**src/hdl/pwmatch_pkg.sv**
```systemverilog
package pwmatch_pkg;

	// Pattern geometry
	localparam int MaxPattern = 32;
	localparam int PosW       = MaxPattern + 1;
	localparam int LenW       = 6;
	localparam int CharW      = 8;
	localparam int WordW      = 64;
	localparam int NumWords   = (MaxPattern * CharW) / WordW;
	localparam int WordSelW   = $clog2(NumWords);
	localparam int IdxW       = 3;
	localparam int ClsLevels  = $clog2(PosW);

	localparam logic [CharW-1:0] WildcardReset = 8'd42;

	// Configuration register map
	typedef enum logic [IdxW-1:0] {
		REG_WORD0 = 3'd0,
		REG_WORD1 = 3'd1,
		REG_WORD2 = 3'd2,
		REG_WORD3 = 3'd3,
		REG_LEN   = 3'd4,
		REG_WILD  = 3'd5
	} reg_idx_t;

	typedef logic [PosW-1:0] pos_vec_t;

	// Pattern view derived from the registers
	typedef struct packed {
		logic [MaxPattern-1:0][CharW-1:0] pat;
		logic [LenW-1:0]                  used_len;
		logic [MaxPattern-1:0]            in_len;
		logic [MaxPattern-1:0]            star;
	} cfg_t;

	// Hand-off from the step stage to the result stage
	typedef struct packed {
		logic     load;
		pos_vec_t vec;
	} hand_t;

	// Empty-run closure: an active position sitting on a wildcard also
	// activates the next one. Runs of wildcards chain like a carry, so this
	// is a parallel-prefix network of log2 levels.
	function automatic pos_vec_t close_stars(pos_vec_t v, logic [MaxPattern-1:0] star);
		pos_vec_t g;
		pos_vec_t p;
		pos_vec_t g_n;
		pos_vec_t p_n;
		g = v;
		p = {star, 1'b0};
		for (int lvl = 0; lvl < ClsLevels; lvl++) begin
			g_n = g;
			p_n = p;
			for (int j = 0; j < PosW; j++) begin
				if (j >= (1 << lvl)) begin
					g_n[j] = g[j] | (p[j] & g[j - (1 << lvl)]);
					p_n[j] = p[j] & p[j - (1 << lvl)];
				end
			end
			g = g_n;
			p = p_n;
		end
		return g;
	endfunction

endpackage

```
**src/hdl/pwmatch_cfg.sv**
```systemverilog
module pwmatch_cfg
	import pwmatch_pkg::*;
(
	input  logic             clk,
	input  logic             arst_n,
	input  logic             cfg_valid,
	output logic             cfg_ready,
	input  logic [IdxW-1:0]  cfg_index,
	input  logic [WordW-1:0] cfg_data,
	output cfg_t             cfg
);

	logic [NumWords-1:0][WordW-1:0] word_q;
	logic [LenW-1:0]                len_q;
	logic [CharW-1:0]               wild_q;
	logic [LenW-1:0]                used_len;

	assign cfg_ready = 1'b1;

	// Register writes
	always_ff @(posedge clk or negedge arst_n) begin
		if (!arst_n) begin
			word_q <= '0;
			len_q  <= '0;
			wild_q <= WildcardReset;
		end else if (cfg_valid) begin
			unique case (reg_idx_t'(cfg_index)) inside
				REG_WORD0, REG_WORD1, REG_WORD2, REG_WORD3: begin
					word_q[cfg_index[WordSelW-1:0]] <= cfg_data;
				end
				REG_LEN: begin
					len_q <= cfg_data[LenW-1:0];
				end
				REG_WILD: begin
					wild_q <= cfg_data[CharW-1:0];
				end
				default: ;
			endcase
		end
	end

	// Length clip and per-position masks
	assign used_len = (len_q > LenW'(MaxPattern)) ? LenW'(MaxPattern) : len_q;

	always_comb begin
		cfg.pat      = word_q;
		cfg.used_len = used_len;
		for (int i = 0; i < MaxPattern; i++) begin
			cfg.in_len[i] = LenW'(i) < used_len;
			cfg.star[i]   = cfg.in_len[i] && (word_q[i / 8][(i % 8) * CharW +: CharW] == wild_q);
		end
	end

endmodule

```
**src/hdl/pwmatch_step.sv**
```systemverilog
module pwmatch_step
	import pwmatch_pkg::*;
(
	input  logic             clk,
	input  logic             arst_n,
	input  logic             item_valid,
	output logic             item_stall,
	input  logic [CharW-1:0] path_char,
	input  logic             no_char,
	input  logic             is_last,
	input  cfg_t             cfg,
	input  logic             s2_free,
	output hand_t            hand
);

	logic             valid_s1;
	logic [CharW-1:0] char_s1;
	logic             none_s1;
	logic             last_s1;
	pos_vec_t         active_q;
	pos_vec_t         closed;
	pos_vec_t         adv;
	logic [MaxPattern-1:0] hit;
	logic             s1_go;

	// A non-last beat never waits; a last beat waits for the result stage
	assign s1_go      = valid_s1 && (!last_s1 || s2_free);
	assign item_stall = valid_s1 && !s1_go;

	// Input register
	always_ff @(posedge clk or negedge arst_n) begin
		if (!arst_n) begin
			valid_s1 <= 1'b0;
		end else if (!item_stall) begin
			valid_s1 <= item_valid;
		end
	end

	always_ff @(posedge clk) begin
		if (item_valid && !item_stall) begin
			char_s1 <= path_char;
			none_s1 <= no_char;
			last_s1 <= is_last;
		end
	end

	// Automaton advance: wildcards hold their position, literals step on
	always_comb begin
		closed = close_stars(active_q, cfg.star);
		for (int i = 0; i < MaxPattern; i++) begin
			hit[i] = closed[i] && cfg.in_len[i] && !cfg.star[i] && (cfg.pat[i] == char_s1);
		end
		adv = {hit, 1'b0} | {1'b0, closed[MaxPattern-1:0] & cfg.star};
	end

	// Active position vector; back to position zero after each path
	always_ff @(posedge clk or negedge arst_n) begin
		if (!arst_n) begin
			active_q <= PosW'(1);
		end else if (s1_go) begin
			if (last_s1) begin
				active_q <= PosW'(1);
			end else if (!none_s1) begin
				active_q <= adv;
			end
		end
	end

	assign hand.load = s1_go && last_s1;
	assign hand.vec  = none_s1 ? active_q : adv;

	// Checks
	a_reset_after_last: assert property (@(posedge clk) disable iff (!arst_n)
		(s1_go && last_s1) |=> (active_q == PosW'(1)))
		else $error("active vector not restarted after last beat");

	a_stall_only_last: assert property (@(posedge clk) disable iff (!arst_n)
		item_stall |-> (valid_s1 && last_s1 && !s2_free))
		else $error("input stalled without a pending last beat");

	a_hold_on_empty: assert property (@(posedge clk) disable iff (!arst_n)
		(valid_s1 && none_s1 && !last_s1) |=> $stable(active_q))
		else $error("empty beat changed the active vector");

endmodule

```
**src/hdl/pwmatch_result.sv**
```systemverilog
module pwmatch_result
	import pwmatch_pkg::*;
(
	input  logic  clk,
	input  logic  arst_n,
	input  cfg_t  cfg,
	input  hand_t hand,
	output logic  s2_free,
	output logic  result_valid,
	input  logic  result_stall,
	output logic  matched
);

	logic     valid_s2;
	pos_vec_t vec_s2;
	pos_vec_t closed;
	logic     out_free;
	logic     result_valid_q;
	logic     matched_q;

	assign out_free = !result_valid_q || !result_stall;
	assign s2_free  = !valid_s2 || out_free;

	// Final vector of a path
	always_ff @(posedge clk or negedge arst_n) begin
		if (!arst_n) begin
			valid_s2 <= 1'b0;
		end else if (s2_free) begin
			valid_s2 <= hand.load;
		end
	end

	always_ff @(posedge clk) begin
		if (hand.load && s2_free) begin
			vec_s2 <= hand.vec;
		end
	end

	// Trailing wildcards may match an empty run; then look at the end position
	assign closed = close_stars(vec_s2, cfg.star);

	// Output register
	always_ff @(posedge clk or negedge arst_n) begin
		if (!arst_n) begin
			result_valid_q <= 1'b0;
		end else if (out_free) begin
			result_valid_q <= valid_s2;
		end
	end

	always_ff @(posedge clk) begin
		if (valid_s2 && out_free) begin
			matched_q <= closed[cfg.used_len];
		end
	end

	assign result_valid = result_valid_q;
	assign matched      = matched_q;

	// Checks
	a_s2_holds: assert property (@(posedge clk) disable iff (!arst_n)
		(valid_s2 && !out_free) |=> (valid_s2 && $stable(vec_s2)))
		else $error("pending path vector lost while output blocked");

	a_s2_moves: assert property (@(posedge clk) disable iff (!arst_n)
		(valid_s2 && out_free) |=> result_valid_q)
		else $error("path vector dropped on its way to the output");

endmodule

```
**src/hdl/path_wildcard_matcher_unit.sv**
```systemverilog
// Path wildcard matcher. Path bytes stream in one beat per cycle on the item
// channel (path_char, with is_last on the final beat; no_char marks a beat
// without a byte, as in an empty path). Each path is matched as a whole
// against the configured pattern, where the wildcard byte stands for any run
// of bytes, empty included, and a literal wildcard in the path is matched
// like any other byte. Exactly one result beat (matched) comes out per path,
// via the path-vector and output registers. The block takes one beat every
// cycle: a bit-vector automaton with one bit per pattern position is updated
// in a single registered step, and only a last beat can be held off, when two
// earlier results are still waiting at a stalled output. The user must write
// the configuration registers (pattern words 0 to 3, length, wildcard byte)
// between paths; the block does not enforce it. cfg_ready is always high.
module path_wildcard_matcher_unit
	import pwmatch_pkg::*;
(
	input  logic             clk,
	input  logic             arst_n,
	input  logic             cfg_valid,
	output logic             cfg_ready,
	input  logic [IdxW-1:0]  cfg_index,
	input  logic [WordW-1:0] cfg_data,
	input  logic             item_valid,
	output logic             item_stall,
	input  logic [CharW-1:0] path_char,
	input  logic             no_char,
	input  logic             is_last,
	output logic             result_valid,
	input  logic             result_stall,
	output logic             matched
);

	cfg_t  cfg;
	hand_t hand;
	logic  s2_free;

	pwmatch_cfg u_cfg (
		.clk       (clk),
		.arst_n    (arst_n),
		.cfg_valid (cfg_valid),
		.cfg_ready (cfg_ready),
		.cfg_index (cfg_index),
		.cfg_data  (cfg_data),
		.cfg       (cfg)
	);

	pwmatch_step u_step (
		.clk        (clk),
		.arst_n     (arst_n),
		.item_valid (item_valid),
		.item_stall (item_stall),
		.path_char  (path_char),
		.no_char    (no_char),
		.is_last    (is_last),
		.cfg        (cfg),
		.s2_free    (s2_free),
		.hand       (hand)
	);

	pwmatch_result u_result (
		.clk          (clk),
		.arst_n       (arst_n),
		.cfg          (cfg),
		.hand         (hand),
		.s2_free      (s2_free),
		.result_valid (result_valid),
		.result_stall (result_stall),
		.matched      (matched)
	);

endmodule

```
**config.mk**
```make
export PLATFORM = sky130hd
export DESIGN_NAME = path_wildcard_matcher_unit
export DESIGN_NICKNAME = d
export VERILOG_FILES = /design/src/hdl/pwmatch_pkg.sv /design/src/hdl/pwmatch_cfg.sv /design/src/hdl/pwmatch_step.sv /design/src/hdl/pwmatch_result.sv /design/src/hdl/path_wildcard_matcher_unit.sv
export SDC_FILE = /design/constraint.sdc
export NUM_CORES = 1
export LEC_CHECK = 0
export BUFFER_PORTS_ARGS = -buffer_cell sky130_fd_sc_hd__buf_2
export CAP_MARGIN = 20
export CELL_PAD_IN_SITES_DETAIL_PLACEMENT = 0
export CELL_PAD_IN_SITES_GLOBAL_PLACEMENT = 1
export CORE_MARGIN = 10
export CORE_UTILIZATION = 31
export CTS_CLUSTER_SIZE = 20
export DETAILED_ROUTE_END_ITERATION = 8
export GPL_TIMING_DRIVEN = 0
export PLACE_DENSITY = 0.63
export SETUP_SLACK_MARGIN = 0.15
export SLEW_MARGIN = 20
export SYNTH_ARGS = -nofsm -noshare
export SYNTH_HDL_FRONTEND = slang
export SYNTH_SLANG_ARGS = --single-unit
```
**constraint.sdc**
```tcl
create_clock -name clk -period 4.7 [get_ports clk]
set_input_delay 0.235 -clock clk [delete_from_list [all_inputs] [get_ports clk]]
set_output_delay 0.235 -clock clk [all_outputs]
set_load 0.02 [all_outputs]
```
**Word level (Yosys, flattened, before mapping)**

Cells that the tools add are included.

- Multiply operators: 0
- Reductions and logical operators: 181
- Bitwise gates (word level): 633
- Shift-type cells: 0
- Equal/unequal tests: 69
- Order comparisons: 36
- Divide/modulo/power cells: 0
- Muxes and demuxes: 8
- $add $sub $neg: 0

Operators by type and width:

| operator | count |
|---|---|
| $eq A8 B8 Y1 | 64 |
| $and A1 B1 Y1 | 367 |
| $or A1 B1 Y1 | 264 |
| $bwmux W256 | 1 |
| $logic_and A1 B1 Y1 | 135 |
| $demux W64 S2 | 1 |
| $lt A5 B6 Y1 const A | 16 |
| $mux W33 | 2 |
| $mux W64 | 1 |
| $lt A4 B6 Y1 const A | 8 |
| $logic_not A1 Y1 | 38 |
| $or A33 B32 Y33 | 1 |
| $and A32 B32 Y32 | 1 |
| $lt A3 B6 Y1 const A | 4 |
| $lt A1 B6 Y1 const A | 2 |
| $lt A2 B6 Y1 const A | 2 |
| $lt A6 B7 Y1 const B | 1 |
| $bmux W1 S6 | 1 |
| $eq A3 B2 Y1 const B | 2 |
| $eq A3 B3 Y1 const B | 2 |
| $gt A6 B6 Y1 const B | 1 |
| $mux W6 | 1 |
| $reduce_and A2 Y1 | 3 |
| $reduce_or A4 Y1 | 1 |
| other kinds (6) | 8 |

- Memories kept: 0
- Output and inout port bits: 4
- Input port bits: 82
- Flip-flop bits (word level): 350
- Word-level logic and storage cells: 942
- Memory bits (writable): 0
- Latch bits: 0
- Bits in read-only memories: 0

**Logic depth before layout (Yosys ltp)**

Gate-level depths: netlist (run 1).

- Word-level depth: 20
- Mapped depth: 15
- Mapped depth without buffers: 11

**Modules after synthesis**

A second synthesis (run 1) with hierarchy kept.

- Cells, all modules: 2,094
- Area total of the unflattened synthesis: 22,335.2 µm²

By module, submodules not included:

| module | cells each | seq. area each (µm²) | area an instance (µm²) | instances |
|---|---|---|---|---|
| pwmatch_cfg | 1,030 | 6,760.2 | 13,499.2 | 1 |
| pwmatch_step | 786 | 1,152.4 | 6,323.6 | 1 |
| pwmatch_result | 278 | 1,071.0 | 2,512.4 | 1 |

**Worst setup path after synthesis (run 1)**

Ideal clock, no wire load.

- Path type: register to register
- From: reg u_cfg.wild_q[1]
- To: reg u_result.vec_s2[30] (data pin)
- Setup time: 0.170 ns
- Arrival: 3.159 ns
- Clock period less this slack: 3.330 ns
- Path buffers: 3
- Required time: 4.530 ns
- Stages on the path, launching flop included: 15
- Path slack: 1.370 ns
- Path through: dfstp_2 > buf_2 > buf_6 > buf_6 > xnor2_1 > nand4_1 > nor3_4 > nand4_2 > or3_1 > a311oi_2 > nor2_2 > o31ai_4 > a31oi_1 > o31a_1 > o31ai_1

RTL lines:

| element | line | RTL |
|---|---|---|
| from (decl) | pwmatch_cfg.sv:15 | `logic [CharW-1:0] wild_q;` |
| from (signal assigned) | pwmatch_cfg.sv:25 | `wild_q <= WildcardReset;` |
| from (signal assigned) | pwmatch_cfg.sv:35 | `wild_q <= cfg_data[CharW-1:0];` |
| to (signal assigned) | pwmatch_result.sv:35 | `vec_s2 <= hand.vec;` |
| to (decl) | pwmatch_result.sv:15 | `pos_vec_t vec_s2;` |

==> flow_summary.yaml, run 1 <==
status:
  status: "finished, final reports clean"
floorplan:
  ios: 86
  dieHeight_um: 288.5
  start_util: 0.3125
  row_count: 98
  fp.dieW_um: 288.5
  die_area_sq_um: 83210
  core_sq_um: 71490
logic_synthesis:
  synth_area_per_cell_sq_um: 10.73
  synth_flop_cell: "dfrtp_1"
  ys_seq_elements: 350
  synthArstFlopShare: 0.8743
  synth_area_sq_um: 22340
  synth_top_area_share: 0.3383
  ys_warn_count: 0
  synth_top_area_cell: "dfrtp_1"
  synth_area_leaders: "dfrtp_1 34%, mux2_2 14%, xnor2_1 11%"
  ys_seq_area_frac: 0.4021
  ys_types: 89
  syn_inst: 2082
  synth_edf_count: 44
  syn-num-nets: 2164
setup_path:
  crit_buf_inv: 3
  cp-start-kind: "flop"
  cp_slowest_cell: "or4b_1"
  crit_path_cell_trace: "buf_6 > buf_6 > buf_6 > xor2_1 > nor4_4 > nand3_2 > nor2_1 > a31oi_1 > or4b_1 > a21oi_1 > nor3_1 > o21ai_1 > nand2_1 > a31oi_1"
  worst-endpoint-arrival_ns: 4.92
  r2r_slack_ns: 0.17
  cp_common_cell: "buf_6"
  required_ns: 5.09
  r2r_start: "u_cfg.wild_q[3]"
  cp_max_fo: 10
  cpLargestDelayFamily: "simple AND/OR/NAND/NOR gates"
  cpPeakStageDelay_ns: 0.67
  critPathCaptureType: "flop"
  cp-startpoint: "u_cfg.wild_q[3]"
  critPathKind: "flop to flop"
placement:
  io_buffer_count: 83
  dpl_cell_area_sq_um: 24140
  place.gp.congestion: 0.9262
  dp_worst_setup_slack_ns: -0.3206
  hpwl_um: 70240
finish:
  syn_to_final_growth_pct: 17.94
  design_area_sq_um: 26350
  multi_input_area_sq_um: 12860
  final_layout_size_suffix_gt1_frac: 0.2535
  fillers: 7130
  mostFrequentLayoutCells: "302 x dfrtp_1, 276 x mux2_2, 275 x xnor2_1"
  seqCellArea_sq_um: 8984
  nets: 2360
  final_common_cell: "dfrtp_1"
pwr:
  p_per_area_nw_per_um2: 431.1
  p_leak_nw: 10.11
  netSwitchingPower_mw: 4.262
  power_mw: 11.36
  pwr-share-seq: 0.380
  ir_worst_vdd_mv: 0.2430
  p_comb_frac: 0.342
  sw_frac_of_total: 0.3752
  internal_power_mw: 7.097
  clockPowerShare: 0.278
clock_tree:
  cts_tree: "done"
  cts_buffer_depth: 3
  insertion_delay_ns: 0.58
  numCtsBuffers: 39
  h-tree-depth: 2
  cts_root_buf: "clkbuf_16"
  cts.sinks: 350
  clk_pin_slew_ns: 0.07
global_routing:
  overflow: 0
  grt_max_degree: 95
  antenna_found_initial: 6
  grt_pass1_vias: 18710
  grtUsageTotal: 0.2202
  grt_first_pass_wirelength_um: 134000
sta:
  fmax_mhz: 221.0
  clock-skew-final_ns: 0.02546
  worst_pin_slew_ns: 1.207
  setup_viol: 0
  slew_violations: 0
  setup_slack_ns: 0.1750
  min_period_ns: 4.525
  slew_headroom: 0.1950
  rsz0062_at_grt: "yes"
  hold_viol: 0
  finalCritPeriodShare: 0.9628
hold_path:
  min_from: "cfg_data[47]"
  hold_class: "input port to flop"
drt:
  drtIter0Drc: 1651
  totalWireLength_um: 93120
  firstDrtPassIters: 6
  drc: 0
  num_vias: 18160
  final_antenna_net_count: 0
  wl_per_cell_um: 28.57
  via_per_inst: 5.572
run:
  max_cap_violations: 0
==> metrics by stage <==
step / setup TNS [ns] / util / instances / hold slack, ns
after global routing: 0 / 0.3686 / 3258 / 0.009380
after detailed placement: -2.455 / 0.3378 / 3123 / 0.1950
final: 0 / 0.3686 / 3259 / 0.009920
after floorplan: 0 / - / 2082 / -0.06059
after global placement: -796.66 / 0.3350 / 3115 / 0.4122
after CTS: 0 / 0.3664 / 3254 / 0.0009067
==> layout make-up <==
cell class / count / area share
Clock inverter: 15 / 0.004084
Antenna cell: 1 / 0.00009497
Tap cell: 950 / 0.04511
Timing Repair Buffer: 155 / 0.04516
Buffer: 125 / 0.02650
Multi-Input combinational cell: 1568 / 0.4880
Inverter: 39 / 0.005556
Clock buffer: 56 / 0.04459
Sequential cell: 350 / 0.3409
==> cell families (layout without fill, tap and decap cells) <==
group | after synthesis | after routing | synth area share
buffers and inverters | 164 | 390 | 0.03635
other | 1 | 2 | 0.0001678
muxes | 277 | 277 | 0.1396
xor gates and xnor gates | 512 | 512 | 0.2017
AOI/OAI and AO/OA | 327 | 327 | 0.1041
DFF | 350 | 350 | 0.4021
and+or+nand+nor | 451 | 451 | 0.1160
==> per-layer routing <==
layer  global-route usage  share of wire
met5                    0        0.00058
met1               0.2824           0.42
met3              0.04669          0.073
met4              0.08556          0.044
met2               0.3585           0.46
==> cells in the mapped netlist, types with 5 or more instances <==
cell	instances
and3_1	12
buf_6	20
nand2_1	81
o21ai_0	44
or3_1	11
o22ai_1	5
buf_1	21
nand3_1	22
or2_2	6
inv_1	38
clkbuf_1	63
mux2_2	276
o21bai_1	12
o31ai_1	12
a211oi_1	6
o221ai_1	5
o21a_1	9
a41o_1	5
a31oi_1	21
nor2b_1	5
buf_2	15
edfxtp_1	44
dfrtp_1	302
o211ai_1	10
a211o_1	5
and2_1	14
o21ai_1	5
a21oi_1	75
nor4_2	12
a21o_1	18
nand4_1	81
nor4_1	54
a41oi_1	6
nor3_1	44
xor2_1	234
o41ai_1	11
a22o_1	29
nor3_2	6
xnor2_1	275
nor2_1	69
==> worst paths after layout <==
| kind | to | cells after the start |
|---|---|---|
| max in group asynchronous | u_cfg.cfg[147] | 4 |
| min reg2reg | u_step.active_q[32] | 1 |
| max reg2reg | u_result.vec_s2[28] | 14 |
| max | u_result.vec_s2[28] | 14 |
| min in group asynchronous | u_cfg.cfg[320] | 2 |
| min | u_cfg.cfg[181] | 2 |
==> power groups by stage <==
stage               clock network [mW]  logic [mW]  registers [mW]
floorplan                            0        2.57            4.17
global placement                     0        3.58            4.34
detailed placement                   0        3.66            4.36
CTS                               3.21        3.79            4.31
global route                      3.32        4.13            4.39
finish                            3.16        3.89            4.32
==> worst reg2reg max path: cells and delay by family (launching register included) <==
kind	cells	cell delay [ns]
xor gates and xnor gates	1	0.15
buffers and inverters	3	0.69
and+or+nand+nor	6	1.83
DFF	1	0.52
AOI/OAI and AO/OA	4	1.17
==> registers in the layout (all words and copies together) (netlist names) <==
register               flops
u_cfg.cfg                256
u_cfg.len_q                6
u_cfg.wild_q               8
u_result.matched           1
u_result.result_valid      1
u_result.valid_s2          1
u_result.vec_s2           33
u_step.active_q           33
u_step.char_s1             8
u_step.last_s1             1
u_step.none_s1             1
u_step.valid_s1            1
==> repair_timing <==
action                                 CTS  global route
setup endpoints to repair               26            14
hold buffers                            55             0
pin swaps                                4             6
endpoints found under the hold margin  227             0
resized for setup                       28            21
buffers inserted                         5             4
No activity file was read; power rests on OpenSTA's default activity.
==> inputs of run 2 (changes only) <==
CORE_MARGIN = not set   (was 10)
==> run 2 against run 1 <==
  * Global-route usage increased by 3.3 points
  * Power increased by 4.6%
  * Critical path depth unchanged
  * Clock skew decreased by 0.011 ns
  * Clock power increased by 14%
  * Largest cell class unchanged
==> flow_summary.yaml, run 2 (synthesized netlist as in run 1, its figures left out) <==
pwr:
  ir_worst_vdd_mv: 0.3096
  p_comb_frac: 0.334
  pwr-share-seq: 0.363
  p_leak_nw: 10.33
  internal_power_mw: 7.462
  sw_frac_of_total: 0.3720
  netSwitchingPower_mw: 4.420
  power_mw: 11.88
  clockPowerShare: 0.302
  p_per_area_nw_per_um2: 442.4
sta:
  min_period_ns: 4.572
  finalCritPeriodShare: 0.9729
  setup_viol: 0
  rsz0062_at_grt: "yes"
  worst_pin_slew_ns: 1.229
  slew_headroom: 0.1729
  clock-skew-final_ns: 0.01418
  setup_tns_ns: 0
  fmax_mhz: 218.7
  hold_viol: 0
  slew_violations: 0
global_routing:
  antenna_found_initial: 2
  grtUsageMet1: 0.3377
  grt_first_pass_wirelength_um: 134600
  busiest_layer: "met2"
  globalRouteMet3Util: 0.04154
  grtUsageTotal: 0.2529
  globalRouteMet2Util: 0.4138
  grt_max_degree: 97
  grt_pass1_vias: 18630
  overflow: 0
finish:
  syn_to_final_growth_pct: 20.21
  largest_reg_flops: 256
  final_layout_size_suffix_gt1_frac: 0.2656
  mostFrequentLayoutCells: "302 x dfrtp_1, 276 x mux2_2, 275 x xnor2_1"
  nets: 2388
  final_core_util: 0.3763
  final_common_cell: "dfrtp_1"
  fillers: 7094
setup_path:
  cp_common_cell: "nor4_1"
  cpLargestDelayFamily: "simple AND/OR/NAND/NOR gates"
  cpPeakStageDelay_ns: 0.51
  required_ns: 5.13
  r2r_slack_ns: 0.13
  critPathCaptureType: "flop"
  cp_slowest_cell: "dfstp_2"
  crit_buf_inv: 4
  reg2reg_depth: 14
  r2r-end: "u_result.matched"
  critPathKind: "flop to flop"
  worst-endpoint-arrival_ns: 5.01
  cp_max_fo: 10
  crit_path_cell_trace: "buf_2 > buf_6 > buf_6 > xor2_1 > nor4_1 > and3_1 > buf_1 > nand2_1 > o21ai_0 > nor4_1 > nor4_1 > and3_1 > a32o_1 > or4_4"
  cp-start-kind: "flop"
  r2r_start: "u_cfg.wild_q[1]"
drt:
  wl_per_cell_um: 28.56
  totalWireLength_um: 94110
  drc: 0
  final_antenna_net_count: 0
  via_per_inst: 5.642
  firstDrtPassIters: 6
  drtIter0Drc: 1665
  num_vias: 18590
hold_path:
  holdPathStages: 2
  min_to: "u_cfg.cfg[121]"
  hold_class: "input port to flop"
  min_from: "cfg_data[51]"
clock_tree:
  insertion_delay_ns: 0.59
  cts_buffer_depth: 3
  numCtsBuffers: 44
  cts_tree: "done"
  cts.sinks: 350
  h-tree-depth: 2
  clk_pin_slew_ns: 0.06
  cts_root_buf: "clkbuf_16"
floorplan:
  ios: 86
  start_util: 0.3131
  dieHeight_um: 270.5
  row_count: 98
  fp.dieW_um: 270.5
  core_sq_um: 71360
  die_area_sq_um: 73150
run:
  max_cap_violations: 0
placement:
  hpwl_um: 69770
  place.gp.congestion: 0.9515
  io_buffer_count: 83
status:
  status: "finished, final reports clean"
-- run 2: repair_timing --
action                     CTS  global route
setup endpoints to repair   28            19
hold endpoints to repair   258             2
pin swaps                    5            10
resized for setup           28            31
buffers inserted             6            19
hold buffers                60             2
-- run 2: how the worst max path moves through the flow --
stage,startpoint,cells after the start,to,slack (ns)
final,u_cfg.wild_q[1],14,u_result.matched,0.13
after global routing,u_cfg.wild_q[1],14,u_step.active_q[30],0.11
after global placement,arst_n,1,u_cfg.cfg[151],-2.88
after CTS,u_cfg.wild_q[1],14,u_result.matched,0.16
after detailed placement,u_cfg.wild_q[5],14,u_result.matched,-0.42
after floorplan,u_cfg.wild_q[1],14,u_result.vec_s2[30],1.37
-- run 2: cell type report --
| cell class | instances | area (sq um) | area share |
|---|---|---|---|
| Multi-Input combinational cell | 1568 | 12920 | 0.4810 |
| Sequential cell | 350 | 8984 | 0.3345 |
| Timing Repair Buffer | 178 | 1414 | 0.05265 |
| Clock buffer | 58 | 1277 | 0.04757 |
| Tap cell | 950 | 1189 | 0.04426 |
| Buffer | 125 | 688.2 | 0.02562 |
| Clock inverter | 24 | 232.7 | 0.008666 |
| Inverter | 39 | 146.4 | 0.005451 |
| Antenna cell | 3 | 7.507 | 0.0002795 |
-- run 2: stage by stage --
step                      instance area (sq um)  setup slack (ns)  cells  hold slack [ns]
after floorplan                           22340             1.370   2082         -0.06059
after global placement                    23950            -2.884   3115           0.4124
after detailed placement                  24200           -0.4236   3123           0.2838
after CTS                                 26500            0.1595   3271         0.005374
after global routing                      26850            0.1068   3292         0.009288
final                                     26860            0.1275   3295          0.01447
-- run 2: metal layers --
| metal | wire length, um | part of all wire | vias up |
|---|---|---|---|
| met5 | 19 | 0.00020 | - |
| met4 | 3429 | 0.036 | 2 |
| met3 | 6774 | 0.072 | 164 |
| met2 | 43960 | 0.47 | 805 |
| met1 | 39930 | 0.42 | 9654 |
| li1 | - | - | 7964 |
-- run 2: power groups by stage --
stage / Sequential [mW] / Clock (mW) / Combinational (mW)
2_1_floorplan: 4.17 / 0 / 2.57
3_3_place_gp: 4.33 / 0 / 3.58
3_5_place_dp: 4.36 / 0 / 3.68
4_1_cts: 4.30 / 3.63 / 3.81
5_1_grt: 4.38 / 3.75 / 4.18
6_report: 4.32 / 3.59 / 3.97
==> inputs of run 3 (changes only) <==
clock period = 5.6 ns   (was 4.7 ns; I/O delays follow)
==> run 3 against run 2 <==
  * Routed wire length down 0.87%
  * Worst setup slack worse by 0.061 ns
  * Sequential share of layout area up 1.2 points
  * Maximum frequency down 17%
  * Combinational power down 20%
  * First-iteration DRC count up 11%
  * Count of clock-buffer cells in the layout unchanged
  * Via count down 1.8%
  * Flip-flop and latch count unchanged
  * Largest power group unchanged
==> flow_summary.yaml, run 3 (synthesized netlist as in run 1, its figures left out) <==
global_routing:
  overflow: 0
  antenna_found_initial: 3
  grtUsageTotal: 0.2510
  grt_pass1_vias: 18330
  grt_first_pass_wirelength_um: 133300
  grt_max_degree: 97
clock_tree:
  cts_buffer_depth: 3
  clk_pin_slew_ns: 0.06
  insertion_delay_ns: 0.59
  cts_root_buf: "clkbuf_16"
  h-tree-depth: 2
  numCtsBuffers: 44
  cts.sinks: 350
  cts_tree: "done"
  post_cts_buffers: 0
finish:
  fillers: 7132
  mostFrequentLayoutCells: "302 x dfrtp_1, 276 x mux2_2, 275 x xnor2_1"
  final_layout_size_suffix_gt1_frac: 0.2489
  final_common_cell: "dfrtp_1"
  largest_reg_flops: 256
  nets: 2320
  syn_to_final_growth_pct: 16.01
  seqCellArea_sq_um: 8984
  multi_input_area_sq_um: 12610
  design_area_sq_um: 25920
floorplan:
  die_area_sq_um: 73150
  fp.dieW_um: 270.5
  row_count: 98
  dieHeight_um: 270.5
  core_sq_um: 71360
  start_util: 0.3131
  ios: 86
placement:
  dp_worst_setup_slack_ns: 0.4764
  place.gp.congestion: 0.9515
  dpl_cell_area_sq_um: 24200
  hpwl_um: 69770
  io_buffer_count: 83
pwr:
  p_per_area_nw_per_um2: 378.4
  p_leak_nw: 9.944
  ir_worst_vdd_mv: 0.2566
drt:
  via_per_inst: 5.654
  wl_per_cell_um: 28.91
  num_vias: 18250
  totalWireLength_um: 93300
  final_antenna_net_count: 0
  drc: 0
  drtIter0Drc: 1841
  firstDrtPassIters: 5
sta:
  rsz0062_at_grt: "no"
  slew_headroom: 0.1828
  worst_pin_slew_ns: 1.216
  setup_viol: 0
  setup_slack_ns: 0.06615
  finalCritPeriodShare: 0.9882
  fmax_mhz: 180.7
  clock-skew-final_ns: 0.01192
  hold_viol: 0
  min_period_ns: 5.534
  slew_violations: 0
setup_path:
  cp_slowest_cell: "nor4_1"
  critPathCaptureType: "flop"
  reg2reg_depth: 14
  worst-endpoint-arrival_ns: 5.91
  required_ns: 5.98
  critPathKind: "flop to flop"
  cp_max_fo: 10
  cp-start-kind: "flop"
  cp_common_cell: "buf_6"
  cpPeakStageDelay_ns: 0.73
  crit_path_cell_trace: "buf_6 > buf_6 > buf_2 > xor2_1 > nor4_1 > nand2_1 > nor2_1 > nand4_1 > o221ai_1 > nor3_1 > a41oi_1 > o31ai_1 > a32oi_1 > or4_1"
hold_path:
  holdPathStages: 2
  hold_class: "input port to flop"
status:
  status: "finished, final reports clean"
run:
  max_cap_violations: 0
[run 3: cell type report]
| type | instances | share of cell area |
|---|---|---|
| Inverter | 39 | 0.005648 |
| Antenna cell | 3 | 0.0002897 |
| Sequential cell | 350 | 0.3466 |
| Tap cell | 950 | 0.04586 |
| Timing Repair Buffer | 110 | 0.03022 |
| Clock inverter | 24 | 0.008979 |
| Clock buffer | 58 | 0.04929 |
| Multi-Input combinational cell | 1568 | 0.4867 |
| Buffer | 125 | 0.02636 |
[run 3: worst max-delay path: cells and delay by family, from the launching register on]
family	cells	cell delay, ns
and+or+nand+nor	6	2.56
xor gates and xnor gates	1	0.16
buffers and inverters	3	0.93
DFF	1	0.52
AOI/OAI and AO/OA	4	1.12
[run 3: per-layer routing]
metal / up-vias / global-route usage / wire length [um]
li1: 7834 / - / -
met1: 9481 / 0.3364 / 40090
met5: - / 0 / 27
met2: 771 / 0.4101 / 43830
met3: 157 / 0.04154 / 6429
met4: 4 / 0.08133 / 2916
[run 3: path summary, 6_finish.rpt]
| check | slack (ns) | end | from |
|---|---|---|---|
| min | 0.006 | u_cfg.cfg[291] | cfg_data[29] |
| min in group asynchronous | 0.28 | u_step.active_q[21] | arst_n |
| min reg2reg | 0.51 | u_step.active_q[9] | u_step.active_q[9] |
| max in group asynchronous | 3.61 | u_cfg.cfg[90] | arst_n |
| max | 0.07 | u_result.matched | u_cfg.wild_q[5] |
| max reg2reg | 0.07 | u_result.matched | u_cfg.wild_q[5] |
[run 3: where the power goes]
| part | switching, mW | internal [mW] | leakage (nW) |
|---|---|---|---|
| combinational | 1.81 | 1.35 | 5.04 |
| sequential | 0.570 | 3.05 | 4.16 |
| clock | 1.22 | 1.79 | 0.749 |
[run 3: per-stage QoR]
step / setup TNS (ns) / std cells / utilization / power [mW] / hold slack (ns)
global route: 0 / 3224 / 0.3631 / 10.17 / 0.003342
global placement: -595.01 / 3115 / 0.3355 / 6.645 / 0.4574
CTS: 0 / 3224 / 0.3629 / 9.773 / 0.002822
detailed placement: 0 / 3123 / 0.3391 / 6.748 / 0.3288
floorplan: 0 / 2082 / - / 5.649 / -0.01559
finish: 0 / 3227 / 0.3632 / 9.806 / 0.005817
[run 3: timing repair]
| action | 4_1_cts | 5_1_grt |
|---|---|---|
| hold buffers | 19 | 0 |
| endpoints found under the hold margin | 103 | 0 |
| resized for setup | 0 | 0 |
| endpoints found under the setup margin | 0 | 0 |
